--- config.mk ---
export PLATFORM = sky130hd
export DESIGN_NAME = proximity_steering_learner
export DESIGN_NICKNAME = d
export VERILOG_FILES = /design/src/design/psl_pkg.sv /design/src/design/psl_ctrl.sv /design/src/design/psl_dp.sv /design/src/design/proximity_steering_learner.sv
export VERILOG_INCLUDE_DIRS = /design/src /design/src/design
export SDC_FILE = /design/constraint.sdc
export NUM_CORES = 2
export LEC_CHECK = 0
export ABC_AREA = 0
export BUFFER_PORTS_ARGS = -buffer_cell sky130_fd_sc_hd__buf_2
export CAP_MARGIN = 20
export CORE_AREA = 2 2 596 598
export DETAILED_ROUTE_END_ITERATION = 6
export DIE_AREA = 0 0 598 600
export MAX_ROUTING_LAYER = met4
export PLACE_DENSITY = 0.49
export SYNTH_ARGS = -nofsm -noshare
export SYNTH_HDL_FRONTEND = slang
export SYNTH_SLANG_ARGS = --single-unit
--- constraint.sdc ---
create_clock -name i_clk -period 24.3 [get_ports i_clk]
set_input_delay 1.215 -clock i_clk [delete_from_list [all_inputs] [get_ports i_clk]]
set_output_delay 1.215 -clock i_clk [all_outputs]
set_load 0.005 [all_outputs]
--- src/design/proximity_steering_learner_macros.svh ---
// ----------------------------------------------------------------------------
// Proximity steering learner: assertion macros
// Short forms for clocked checks; the module that uses them must have
// i_clk and i_rst_n in scope.
// ----------------------------------------------------------------------------
`ifndef PROXIMITY_STEERING_LEARNER_MACROS_SVH
`define PROXIMITY_STEERING_LEARNER_MACROS_SVH

// ante holds in a cycle -> cons holds in the same cycle
`define PSL_ASSERT_NOW(label, ante, cons, msg) \
    label: assert property (@(posedge i_clk) disable iff (!i_rst_n) (ante) |-> (cons)) \
        else $error(msg);

// ante holds in a cycle -> cons holds in the next cycle
`define PSL_ASSERT_NEXT(label, ante, cons, msg) \
    label: assert property (@(posedge i_clk) disable iff (!i_rst_n) (ante) |=> (cons)) \
        else $error(msg);

`endif

--- src/design/psl_pkg.sv ---
// ----------------------------------------------------------------------------
// psl_pkg
// Types, constants and helpers shared by the proximity steering learner.
// ----------------------------------------------------------------------------
package psl_pkg;

    localparam int NUM_SENSORS = 5;
    localparam int SENS_IDX_W  = $clog2(NUM_SENSORS);

    // field widths
    localparam int ACT_W   = 17;            // Q1.16 activation, 0..1.0
    localparam int CFG_W   = 16;            // config data width
    localparam int W_W     = 32;            // Q15.16 weight / steering
    localparam int CSUM_W  = ACT_W + 2;     // sum of five closeness values
    localparam int DIFF_W  = ACT_W + 1;
    localparam int DIR_W   = DIFF_W + 8;    // 90 * diff + 40 * diff

    localparam logic [ACT_W-1:0] ONE_Q16   = ACT_W'(65536);
    // sum(c) * 10 >= 1.0  <=>  sum(c) >= ceil(65536 / 10)
    localparam logic [CSUM_W-1:0] CLOSE_MIN = CSUM_W'((65536 + 9) / 10);

    localparam logic signed [DIR_W-1:0] OFFSET_WIDE = DIR_W'(90);
    localparam logic signed [DIR_W-1:0] OFFSET_NEAR = DIR_W'(40);

    // multi-limb product of five activations: up to 81 bits
    localparam int LIMB_W  = 32;
    localparam int NUM_LIMBS = 3;
    localparam int BIG_W   = LIMB_W * NUM_LIMBS;
    localparam int CARRY_W = 18;
    localparam int T_W     = LIMB_W + CARRY_W;

    // shared multipliers: signed 33 x 18
    localparam int MUL_A_W = W_W + 1;
    localparam int MUL_B_W = ACT_W + 1;
    localparam int MUL_P_W = MUL_A_W + MUL_B_W;
    localparam int PW_W    = W_W + ACT_W;   // weight * activation
    localparam int ACC_W   = PW_W + 3;      // sum of five products
    localparam int FRAC_W  = 16;
    localparam int STEER_W = ACC_W - FRAC_W;
    localparam int SUM_W   = W_W + 1;       // weight +/- increment

    // sequencing
    localparam int LIMB_CW    = 2;
    localparam int STEP_CW    = 2;
    localparam int LAST_LIMB  = NUM_LIMBS - 1;
    localparam int LAST_STEP  = NUM_SENSORS - 2;
    localparam int WCNT_W     = 3;
    localparam int INC_LAST   = NUM_SENSORS - 1;
    localparam int WUP_FIRST  = 1;
    localparam int WUP_LAST   = NUM_SENSORS;
    localparam int PW_FIRST   = 2;
    localparam int PW_LAST    = NUM_SENSORS + 1;
    localparam int ACC_FIRST  = 3;
    localparam int WGT_LAST   = NUM_SENSORS + 2;

    // configuration port
    localparam int CFG_IDX_W = 1;
    localparam logic [CFG_IDX_W-1:0] CFG_THRESHOLD = CFG_IDX_W'(0);
    localparam logic [CFG_IDX_W-1:0] CFG_RATE      = CFG_IDX_W'(1);
    localparam logic [CFG_W-1:0] THRESHOLD_RST = CFG_W'(19661);
    localparam logic [CFG_W-1:0] RATE_RST      = CFG_W'(32768);

    typedef enum logic [1:0] {
        SIDE_NONE  = 2'd0,
        SIDE_LEFT  = 2'd1,
        SIDE_RIGHT = 2'd2
    } t_side;

    typedef enum logic [2:0] {
        S_IDLE,
        S_MUL,
        S_DECIDE,
        S_WGT,
        S_FIN
    } t_state;

    typedef struct packed {
        logic load;        // latch a new item
        logic chain;       // one limb step of both product chains
        logic limb_first;  // first limb of a step, carry in is zero
        logic a_rot;       // rotate activation ring
        logic decide;      // register near flag, clear accumulator
        logic inc_en;      // compute one weight increment
        logic w_en;        // rotate weight ring through the adder
        logic upd;         // apply the increment
        logic pw_en;       // multiply one weight by its activation
        logic acc_en;      // accumulate one product
        logic out_load;    // load the output register
    } t_dp_cmd;

    typedef struct packed {
        logic near;
        logic train;
        logic out_free;
    } t_dp_status;

    function automatic logic signed [W_W-1:0] sat_sum(input logic signed [SUM_W-1:0] v);
        logic signed [W_W-1:0] r;
        if (v[SUM_W-1] != v[SUM_W-2]) begin
            r = v[SUM_W-1] ? {1'b1, {(W_W-1){1'b0}}} : {1'b0, {(W_W-1){1'b1}}};
        end else begin
            r = v[W_W-1:0];
        end
        return r;
    endfunction

    function automatic logic signed [W_W-1:0] sat_steer(
        input logic signed [STEER_W-1:0] v
    );
        logic signed [W_W-1:0] r;
        if ((v[STEER_W-1:W_W-1] == '0) || (v[STEER_W-1:W_W-1] == '1)) begin
            r = v[W_W-1:0];
        end else begin
            r = v[STEER_W-1] ? {1'b1, {(W_W-1){1'b0}}} : {1'b0, {(W_W-1){1'b1}}};
        end
        return r;
    endfunction

endpackage

--- src/design/psl_ctrl.sv ---
// ----------------------------------------------------------------------------
// psl_ctrl
// Sequencer: product chains, decision, weight update and steering sum.
// ----------------------------------------------------------------------------
`include "proximity_steering_learner_macros.svh"

module psl_ctrl
    import psl_pkg::*;
(
    input  logic       i_clk,
    input  logic       i_rst_n,
    input  logic       i_valid,
    output logic       o_stall,
    input  t_dp_status i_status,
    output t_dp_cmd    o_cmd
);

    t_state               r_state, n_state;
    logic [STEP_CW-1:0]   r_step,  n_step;
    logic [LIMB_CW-1:0]   r_limb,  n_limb;
    logic [WCNT_W-1:0]    r_wcnt,  n_wcnt;
    logic                 r_armed, n_armed;
    logic                 r_upd,   n_upd;

    always_ff @(posedge i_clk) begin
        if (!i_rst_n) begin
            r_state <= S_IDLE;
            r_step  <= '0;
            r_limb  <= '0;
            r_wcnt  <= '0;
            r_armed <= 1'b1;
            r_upd   <= 1'b0;
        end else begin
            r_state <= n_state;
            r_step  <= n_step;
            r_limb  <= n_limb;
            r_wcnt  <= n_wcnt;
            r_armed <= n_armed;
            r_upd   <= n_upd;
        end
    end

    always_comb begin
        n_state = r_state;
        n_step  = r_step;
        n_limb  = r_limb;
        n_wcnt  = r_wcnt;
        n_armed = r_armed;
        n_upd   = r_upd;
        o_stall = 1'b1;
        o_cmd   = '0;
        o_cmd.upd = r_upd;

        case (r_state)
            S_IDLE: begin
                o_stall = 1'b0;
                if (i_valid) begin
                    o_cmd.load = 1'b1;
                    n_step  = '0;
                    n_limb  = '0;
                    n_state = S_MUL;
                end
            end
            S_MUL: begin
                o_cmd.chain      = 1'b1;
                o_cmd.limb_first = (r_limb == '0);
                if (r_limb == LIMB_CW'(LAST_LIMB)) begin
                    o_cmd.a_rot = 1'b1;
                    n_limb = '0;
                    n_step = r_step + STEP_CW'(1);
                    if (r_step == STEP_CW'(LAST_STEP)) begin
                        n_state = S_DECIDE;
                    end
                end else begin
                    n_limb = r_limb + LIMB_CW'(1);
                end
            end
            S_DECIDE: begin
                o_cmd.decide = 1'b1;
                o_cmd.a_rot  = 1'b1;    // fifth turn restores the ring
                n_upd  = 1'b0;
                if (i_status.train) begin
                    if (i_status.near) begin
                        if (r_armed) begin
                            n_upd   = 1'b1;
                            n_armed = 1'b0;
                        end
                    end else begin
                        n_armed = 1'b1;
                    end
                end
                n_wcnt  = '0;
                n_state = S_WGT;
            end
            S_WGT: begin
                o_cmd.inc_en = (r_wcnt <= WCNT_W'(INC_LAST));
                o_cmd.w_en   = (r_wcnt >= WCNT_W'(WUP_FIRST)) &&
                               (r_wcnt <= WCNT_W'(WUP_LAST));
                o_cmd.pw_en  = (r_wcnt >= WCNT_W'(PW_FIRST)) &&
                               (r_wcnt <= WCNT_W'(PW_LAST));
                o_cmd.a_rot  = o_cmd.pw_en;
                o_cmd.acc_en = (r_wcnt >= WCNT_W'(ACC_FIRST));
                n_wcnt = r_wcnt + WCNT_W'(1);
                if (r_wcnt == WCNT_W'(WGT_LAST)) begin
                    n_state = S_FIN;
                end
            end
            S_FIN: begin
                if (i_status.out_free) begin
                    o_cmd.out_load = 1'b1;
                    n_state = S_IDLE;
                end
            end
            default: begin
                n_state = S_IDLE;
            end
        endcase
    end

    `PSL_ASSERT_NEXT(a_accept_starts, (i_valid && !o_stall), (r_state == S_MUL), "accept did not start product chain")
    `PSL_ASSERT_NOW(a_upd_disarms, ((r_state == S_WGT) && r_upd), (!r_armed), "update left learner armed")

endmodule

--- src/design/psl_dp.sv ---
// ----------------------------------------------------------------------------
// psl_dp
// Datapath: activation/closeness rings, two limb-serial product chains on
// two shared multipliers, weight ring, steering accumulator, output register.
// ----------------------------------------------------------------------------
`include "proximity_steering_learner_macros.svh"

module psl_dp
    import psl_pkg::*;
(
    input  logic                    i_clk,
    input  logic                    i_rst_n,
    input  logic                    i_cfg_we,
    input  logic [CFG_IDX_W-1:0]    i_cfg_idx,
    input  logic [CFG_W-1:0]        i_cfg_data,
    input  logic [ACT_W-1:0]        i_act [NUM_SENSORS],
    input  logic                    i_train_enable,
    input  t_dp_cmd                 i_cmd,
    output t_dp_status              o_status,
    input  logic                    i_stall,
    output logic                    o_valid,
    output logic signed [W_W-1:0]   o_steering,
    output logic                    o_weights_updated,
    output logic                    o_near_collision,
    output logic [1:0]              o_collision_side
);

    logic [CFG_W-1:0]         r_thr_cfg, r_lr_cfg;
    logic [ACT_W-1:0]         r_a [NUM_SENSORS];
    logic [ACT_W-1:0]         r_c [NUM_SENSORS];
    logic signed [W_W-1:0]    r_w [NUM_SENSORS];
    logic [BIG_W-1:0]         r_prod, r_thrp;
    logic [CARRY_W-1:0]       r_carry, r_tcarry;
    logic                     r_train;
    logic                     r_close_ok;
    t_side                    r_side;
    logic                     r_near;
    logic [ACT_W-1:0]         r_inc;
    logic signed [PW_W-1:0]   r_pw;
    logic signed [ACC_W-1:0]  r_acc;
    logic                     r_out_valid;

    logic [ACT_W-1:0]         act_cl [NUM_SENSORS];
    logic signed [MUL_A_W-1:0] m0_a, m1_a;
    logic signed [MUL_B_W-1:0] m0_b, m1_b;
    logic signed [MUL_P_W-1:0] m0_p, m1_p;
    logic [CARRY_W-1:0]       carry_in, tcarry_in;
    logic [T_W-1:0]           t_prod, t_thr;
    logic [CSUM_W-1:0]        csum;
    logic signed [DIFF_W-1:0] diff_wide, diff_near;
    logic signed [DIR_W-1:0]  dir;
    logic                     close_ok;
    t_side                    side;
    logic signed [SUM_W-1:0]  w_ext, inc_ext, w_sum;
    logic signed [W_W-1:0]    w_next;

    // ---- input clamp ----
    always_comb begin
        for (int k = 0; k < NUM_SENSORS; k++) begin
            act_cl[k] = (i_act[k] > ONE_Q16) ? ONE_Q16 : i_act[k];
        end
    end

    // ---- shared multipliers: chains in S_MUL, increment / steering later ----
    assign m0_a = i_cmd.chain ? {1'b0, r_prod[LIMB_W-1:0]}
                              : {(MUL_A_W-ACT_W)'(0), r_c[0]};
    assign m0_b = i_cmd.chain ? {1'b0, r_a[1]}
                              : {(MUL_B_W-CFG_W)'(0), r_lr_cfg};
    assign m1_a = i_cmd.chain ? {1'b0, r_thrp[LIMB_W-1:0]}
                              : {r_w[NUM_SENSORS-1][W_W-1], r_w[NUM_SENSORS-1]};
    assign m1_b = i_cmd.chain ? {(MUL_B_W-CFG_W)'(0), r_thr_cfg}
                              : {1'b0, r_a[0]};
    assign m0_p = m0_a * m0_b;
    assign m1_p = m1_a * m1_b;

    assign carry_in  = i_cmd.limb_first ? '0 : r_carry;
    assign tcarry_in = i_cmd.limb_first ? '0 : r_tcarry;
    assign t_prod = m0_p[T_W-1:0] + {(T_W-CARRY_W)'(0), carry_in};
    assign t_thr  = m1_p[T_W-1:0] + {(T_W-CARRY_W)'(0), tcarry_in};

    // ---- side and closeness ----
    assign csum = CSUM_W'(r_c[0]) + CSUM_W'(r_c[1]) + CSUM_W'(r_c[2])
                + CSUM_W'(r_c[3]) + CSUM_W'(r_c[4]);
    assign diff_wide = $signed({1'b0, r_c[4]}) - $signed({1'b0, r_c[0]});
    assign diff_near = $signed({1'b0, r_c[3]}) - $signed({1'b0, r_c[1]});
    assign dir = DIR_W'(diff_wide) * OFFSET_WIDE + DIR_W'(diff_near) * OFFSET_NEAR;
    assign close_ok = (csum >= CLOSE_MIN);

    always_comb begin
        side = SIDE_NONE;
        if (close_ok) begin
            if (dir < 0) begin
                side = SIDE_LEFT;
            end else if (dir > 0) begin
                side = SIDE_RIGHT;
            end
        end
    end

    // ---- weight adder, saturating ----
    assign w_ext   = SUM_W'(r_w[0]);
    assign inc_ext = $signed({(SUM_W-ACT_W)'(0), r_inc});
    always_comb begin
        case (r_side)
            SIDE_LEFT:  w_sum = w_ext + inc_ext;
            SIDE_RIGHT: w_sum = w_ext - inc_ext;
            default:    w_sum = w_ext;
        endcase
        w_next = i_cmd.upd ? sat_sum(w_sum) : r_w[0];
    end

    // ---- configuration ----
    always_ff @(posedge i_clk) begin
        if (!i_rst_n) begin
            r_thr_cfg <= THRESHOLD_RST;
            r_lr_cfg  <= RATE_RST;
        end else if (i_cfg_we) begin
            case (i_cfg_idx)
                CFG_THRESHOLD: r_thr_cfg <= i_cfg_data;
                CFG_RATE:      r_lr_cfg  <= i_cfg_data;
                default:       ;
            endcase
        end
    end

    // ---- weights (learned state) ----
    always_ff @(posedge i_clk) begin
        if (!i_rst_n) begin
            for (int k = 0; k < NUM_SENSORS; k++) begin
                r_w[k] <= '0;
            end
        end else if (i_cmd.w_en) begin
            for (int k = 0; k < NUM_SENSORS - 1; k++) begin
                r_w[k] <= r_w[k+1];
            end
            r_w[NUM_SENSORS-1] <= w_next;
        end
    end

    // ---- item payload and working registers ----
    always_ff @(posedge i_clk) begin
        if (i_cmd.load) begin
            for (int k = 0; k < NUM_SENSORS; k++) begin
                r_a[k] <= act_cl[k];
                r_c[k] <= ONE_Q16 - act_cl[k];
            end
            r_train <= i_train_enable;
            r_prod  <= BIG_W'(act_cl[0]);
            r_thrp  <= BIG_W'(r_thr_cfg);
        end else begin
            if (i_cmd.a_rot) begin
                for (int k = 0; k < NUM_SENSORS - 1; k++) begin
                    r_a[k] <= r_a[k+1];
                end
                r_a[NUM_SENSORS-1] <= r_a[0];
            end
            if (i_cmd.inc_en) begin
                for (int k = 0; k < NUM_SENSORS - 1; k++) begin
                    r_c[k] <= r_c[k+1];
                end
                r_c[NUM_SENSORS-1] <= r_c[0];
            end
        end

        if (i_cmd.chain) begin
            r_prod   <= {t_prod[LIMB_W-1:0], r_prod[BIG_W-1:LIMB_W]};
            r_thrp   <= {t_thr[LIMB_W-1:0],  r_thrp[BIG_W-1:LIMB_W]};
            r_carry  <= t_prod[T_W-1:LIMB_W];
            r_tcarry <= t_thr[T_W-1:LIMB_W];
            r_close_ok <= close_ok;
            r_side     <= side;
        end
        if (i_cmd.decide) begin
            r_near <= o_status.near;
            r_acc  <= '0;
        end
        if (i_cmd.inc_en) begin
            r_inc <= m0_p[FRAC_W+ACT_W-1:FRAC_W];
        end
        if (i_cmd.pw_en) begin
            r_pw <= m1_p[PW_W-1:0];
        end
        if (i_cmd.acc_en) begin
            r_acc <= r_acc + ACC_W'(r_pw);
        end
    end

    // ---- output register ----
    always_ff @(posedge i_clk) begin
        if (!i_rst_n) begin
            r_out_valid <= 1'b0;
        end else if (i_cmd.out_load) begin
            r_out_valid <= 1'b1;
        end else if (!i_stall) begin
            r_out_valid <= 1'b0;
        end
    end

    always_ff @(posedge i_clk) begin
        if (i_cmd.out_load) begin
            o_steering        <= sat_steer(r_acc[ACC_W-1:FRAC_W]);
            o_weights_updated <= i_cmd.upd;
            o_near_collision  <= r_near;
            o_collision_side  <= r_side;
        end
    end

    assign o_valid = r_out_valid;

    assign o_status.near     = r_close_ok && (r_prod < r_thrp);
    assign o_status.train    = r_train;
    assign o_status.out_free = !r_out_valid || !i_stall;

    `PSL_ASSERT_NOW(a_chain_no_overflow, i_cmd.decide, ((r_carry == '0) && (r_tcarry == '0)), "product chain carried out of top limb")
    `PSL_ASSERT_NOW(a_update_needs_near, (o_valid && o_weights_updated), o_near_collision, "weights updated without near collision")

endmodule

--- src/design/proximity_steering_learner.sv ---
// ----------------------------------------------------------------------------
// proximity_steering_learner
// Online-trained steering from five proximity sensors.
// ----------------------------------------------------------------------------
// Usage:
//   Input channel (i_valid / o_stall): each transfer carries five
//   Q1.16 activations (left .. right, 1.0 = clear) and the training flag.
//   Output channel (o_valid / i_stall): one transfer per input item with the
//   saturated Q15.16 steering value, the weights-updated flag, the near
//   collision flag and the side code.
//   Config port: i_cfg_we writes i_cfg_data to the threshold (index 0) or
//   the learning rate (index 1); write only while the block is idle.
// Sequence:
//   The product test runs four limb multiply steps of three 32-bit limbs
//   each on two shared multipliers (S_MUL), followed by a decision state
//   (S_DECIDE), the pipelined update / weighted sum (S_WGT) and the load
//   of the output register (S_FIN). A new item is taken only in S_IDLE,
//   after the previous one has been handed to the output register.
// Reset (synchronous, active low): weights zero, learner armed, registers at
//   their defaults, output empty.
// Back-pressure: a result sits in the output register while i_stall is high;
//   the next item is taken and processed meanwhile and waits in its last
//   step until the register frees up.
// ----------------------------------------------------------------------------
module proximity_steering_learner
    import psl_pkg::*;
(
    input  logic                   i_clk,
    input  logic                   i_rst_n,
    // configuration
    input  logic                   i_cfg_we,
    input  logic [CFG_IDX_W-1:0]   i_cfg_idx,
    input  logic [CFG_W-1:0]       i_cfg_data,
    // input channel
    input  logic                   i_valid,
    output logic                   o_stall,
    input  logic [ACT_W-1:0]       i_act_left,
    input  logic [ACT_W-1:0]       i_act_left_wide,
    input  logic [ACT_W-1:0]       i_act_center,
    input  logic [ACT_W-1:0]       i_act_right_wide,
    input  logic [ACT_W-1:0]       i_act_right,
    input  logic                   i_train_enable,
    // output channel
    output logic                   o_valid,
    input  logic                   i_stall,
    output logic signed [W_W-1:0]  o_steering,
    output logic                   o_weights_updated,
    output logic                   o_near_collision,
    output logic [1:0]             o_collision_side
);

    t_dp_cmd          cmd;
    t_dp_status       status;
    logic [ACT_W-1:0] act [NUM_SENSORS];

    // sensor order: angle offsets -90, -40, 0, +40, +90 degrees
    assign act[0] = i_act_left;
    assign act[1] = i_act_left_wide;
    assign act[2] = i_act_center;
    assign act[3] = i_act_right_wide;
    assign act[4] = i_act_right;

    // sequencer: owns the armed flag and the update decision
    psl_ctrl u_ctrl (
        .i_clk    (i_clk),
        .i_rst_n  (i_rst_n),
        .i_valid  (i_valid),
        .o_stall  (o_stall),
        .i_status (status),
        .o_cmd    (cmd)
    );

    // arithmetic, weights, config and the output register
    psl_dp u_dp (
        .i_clk             (i_clk),
        .i_rst_n           (i_rst_n),
        .i_cfg_we          (i_cfg_we),
        .i_cfg_idx         (i_cfg_idx),
        .i_cfg_data        (i_cfg_data),
        .i_act             (act),
        .i_train_enable    (i_train_enable),
        .i_cmd             (cmd),
        .o_status          (status),
        .i_stall           (i_stall),
        .o_valid           (o_valid),
        .o_steering        (o_steering),
        .o_weights_updated (o_weights_updated),
        .o_near_collision  (o_near_collision),
        .o_collision_side  (o_collision_side)
    );

endmodule
==> out/metrics.yaml <==
detailed_routing:
  drtAntennaViolNets: 0
  routedWlPerCell_um: 21.6
  num_vias: 67769
  wl_um: 307000
  vias_per_cell: 4.75
  drc: 0
  drtPass1Iterations: 6
  drt-initial-drc-count: 5575
synth:
  synth_edf_count: 717
  synthTopCellsByCount: "inv_1, nand2_1, fa_1, edfxtp_1, nor2_1"
  ys_types: 124
  synth_seq_area_share_pct: 25.6
  synth_compound_area_share_pct: 11.6
  synth_area_mm2: 0.0877
  postSynth.asyncResetShare_pct: 0
  synthSimpleGateAreaFrac_pct: 16.3
  yosysMostFrequentCell: "inv_1"
  yosys-top-cells-area: "edfxtp_1, fa_1, ha_1, inv_1, nand2_1"
  synth_top_area_share_pct: 24.5
  synthAdderAreaFrac_pct: 33.8
  synthMuxAreaShare_pct: 0.569
  synth_fp_nets: 11352
  yosys_warnings: 0
  syn_avg_cell_area_um2: 9.23
  synth-seq-cells: 762
  synth_top_family_by_area: "adder cells"
  synth_top_area_cell: "edfxtp_1"
  postSynthCellCount: 9507
  synth_ff_type: "edfxtp_1"
  synth-xor-area-share_pct: 3.76
clock_tree:
  cts.clk_slew.worst_paths_ns: 0.06
  cts_hold_buffers: 0
  cts-buffers-inserted: 91
  cts_setup_buffers: 0
  clockBufferDepth: 3
  cts.sinks: 762
  cts_max_level: 3
  cts_tree: "yes"
  insertion_delay_ns: 0.78
  root_buffer: "clkbuf_16"
  cts_resized: 0
finish:
  layout.cells.non_filler: 14255
  drive_gt1_share_pct: 6.21
  areaGrowthSynthToFinish_pct: 11.0
  final_core_util_pct: 27.7
  nNetsFinal: 11387
timing:
  min_period_ns: 11.17
  finalMaxSlewViolations: 0
  period_share_pct: 46.0
  finalClockSkew_ns: 0.0743
  hold_violations: 0
  finalSetupViolCount: 0
  max_slew.worst_pin.slew_ns: 1.12
  fmax_ghz: 0.0895
  relSlewSlack_pct: 24.9
  fin_tns_setup_ns: 0
  rsz0062_at_grt: "false"
floorplanning:
  core-area_mm2: 0.352
  io_pins: 146
  die_w_um: 598
  row_count: 218
  start_util_pct: 24.9
  die_h_um: 600
  fp.dieArea_mm2: 0.359
global_route:
  grt-ovfl-total: 0
  antenna_found_initial: 45
  grt_usage_pct: 17.5
  grt_pass1_wl_um: 454000
  grt_max_degree: 103
  first_global_vias: 67831
critical_path:
  cp.arrival_ns: 11.65
  cpMostUsedCell: "fa_1"
  critical_path.top_delay_family: "adder cells"
  cp_slowest_cell: "buf_4"
  critPathKind: "register to register"
  cp-start-kind: "register"
  slowest_delay_ns: 0.65
  endpoint_kind: "register"
  cp_num_buf_inv: 5
  cp.required_ns: 24.78
  crit_fanout: 103
run_status:
  status: "finished clean"
hold_path:
  min_path_type: "register to register"
placement:
  place_congestion: 0.937
  portBuffers: 145
  hpwl_um: 250000
  dpl.cell_count: 14067
run:
  cap_violations: 0
[flip-flops by register name (all words and copies together) (netlist names), 17 cells and up]
| register | flops |
|---|---|
| u_dp.o_steering | 32 |
| u_dp.r_a | 85 |
| u_dp.r_acc | 52 |
| u_dp.r_c | 85 |
| u_dp.r_carry | 18 |
| u_dp.r_inc | 17 |
| u_dp.r_prod | 96 |
| u_dp.r_pw | 49 |
| u_dp.r_tcarry | 18 |
| u_dp.r_thrp | 96 |
| u_dp.r_w | 160 |
[path summary, 6_finish.rpt]
path | startpoint | end | slack (ns) | depth (start not counted)
worst max-delay path | u_ctrl.r_state[0] | u_dp.r_carry[12] | 13.13 | 31
worst min-delay path | u_ctrl.r_step[1] | u_ctrl.r_step[1] | 0.48 | 2
worst max register to register | u_ctrl.r_state[0] | u_dp.r_carry[12] | 13.13 | 31
worst min register to register | u_ctrl.r_step[1] | u_ctrl.r_step[1] | 0.48 | 2
[through the flow]
stage | hold WS [ns] | setup WS [ns] | cell area, um^2
detailed placement | 0.477 | 13.33 | 94200
finish | 0.483 | 13.13 | 97400
global route | 0.503 | 12.50 | 97300
floorplan | 0.400 | 15.05 | 87700
global placement | 0.477 | 13.49 | 94200
CTS | 0.485 | 13.28 | 97300
[layer usage]
layer	routed length, um	share of wire (%)	vias to the layer above	global-route usage, %
met5	0	0	-	-
met1	136000	44	34052	23.1
met2	142000	46	1937	27.7
met4	11700	3.8	0	5.77
li1	-	-	31351	-
met3	17600	5.7	429	2.29
[cells by family (layout without fill, tap and decap cells)]
group	Yosys count	after routing
other cells	0	19
buf+inv	1950	2059
simple gates	3068	3068
mux	49	49
fa+ha+maj	1739	1739
xor+xnor	372	372
flops	762	762
compound gates	1567	1567
[tightest hold or removal path, cell delays in order (launching register included)]
cell	delay (ns)
dfxtp_1	0.31
nand3_1	0.06
a21boi_0	0.06
[final cells by class]
type                    instances  area (um^2)
fillers                     37750       255000
multi-input cells            6795        58100
flip-flops and latches        762        22400
inverters                    1582         5950
well taps                    4620         5780
clock buffers                 102         2340
repair buffers                310         1970
clock inverters                65          738
diodes                         19         47.5
[cell usage in the layout, fill, tap and decap left out, drive strengths merged, types with 35 or more instances in the layout]
cell    Yosys  final
dfxtp      45     45
o21bai     41     41
ha        680    680
xor2      140    140
xnor2     231    231
mux2i      42     42
a211oi     46     46
nand2    1288   1288
nand4      60     60
a21oi     429    429
a21o      211    211
nor3      119    119
o21a       65     65
edfxtp    717    717
nor2      685    685
nor4       35     35
nor2b     105    105
and3      312    312
clkbuf    333    102
o31ai      36     36
clkinv      1     44
o21ai     422    422
and2      118    118
inv      1581   1586
nand3     121    121
or3        42     42
fa       1057   1057
nand2b     85     85
buf        35    310
a21boi     65     65
Power is left out: the tool's default activity adds up to more than one toggle a clock period on the data nets, which glitch-free logic cannot reach.
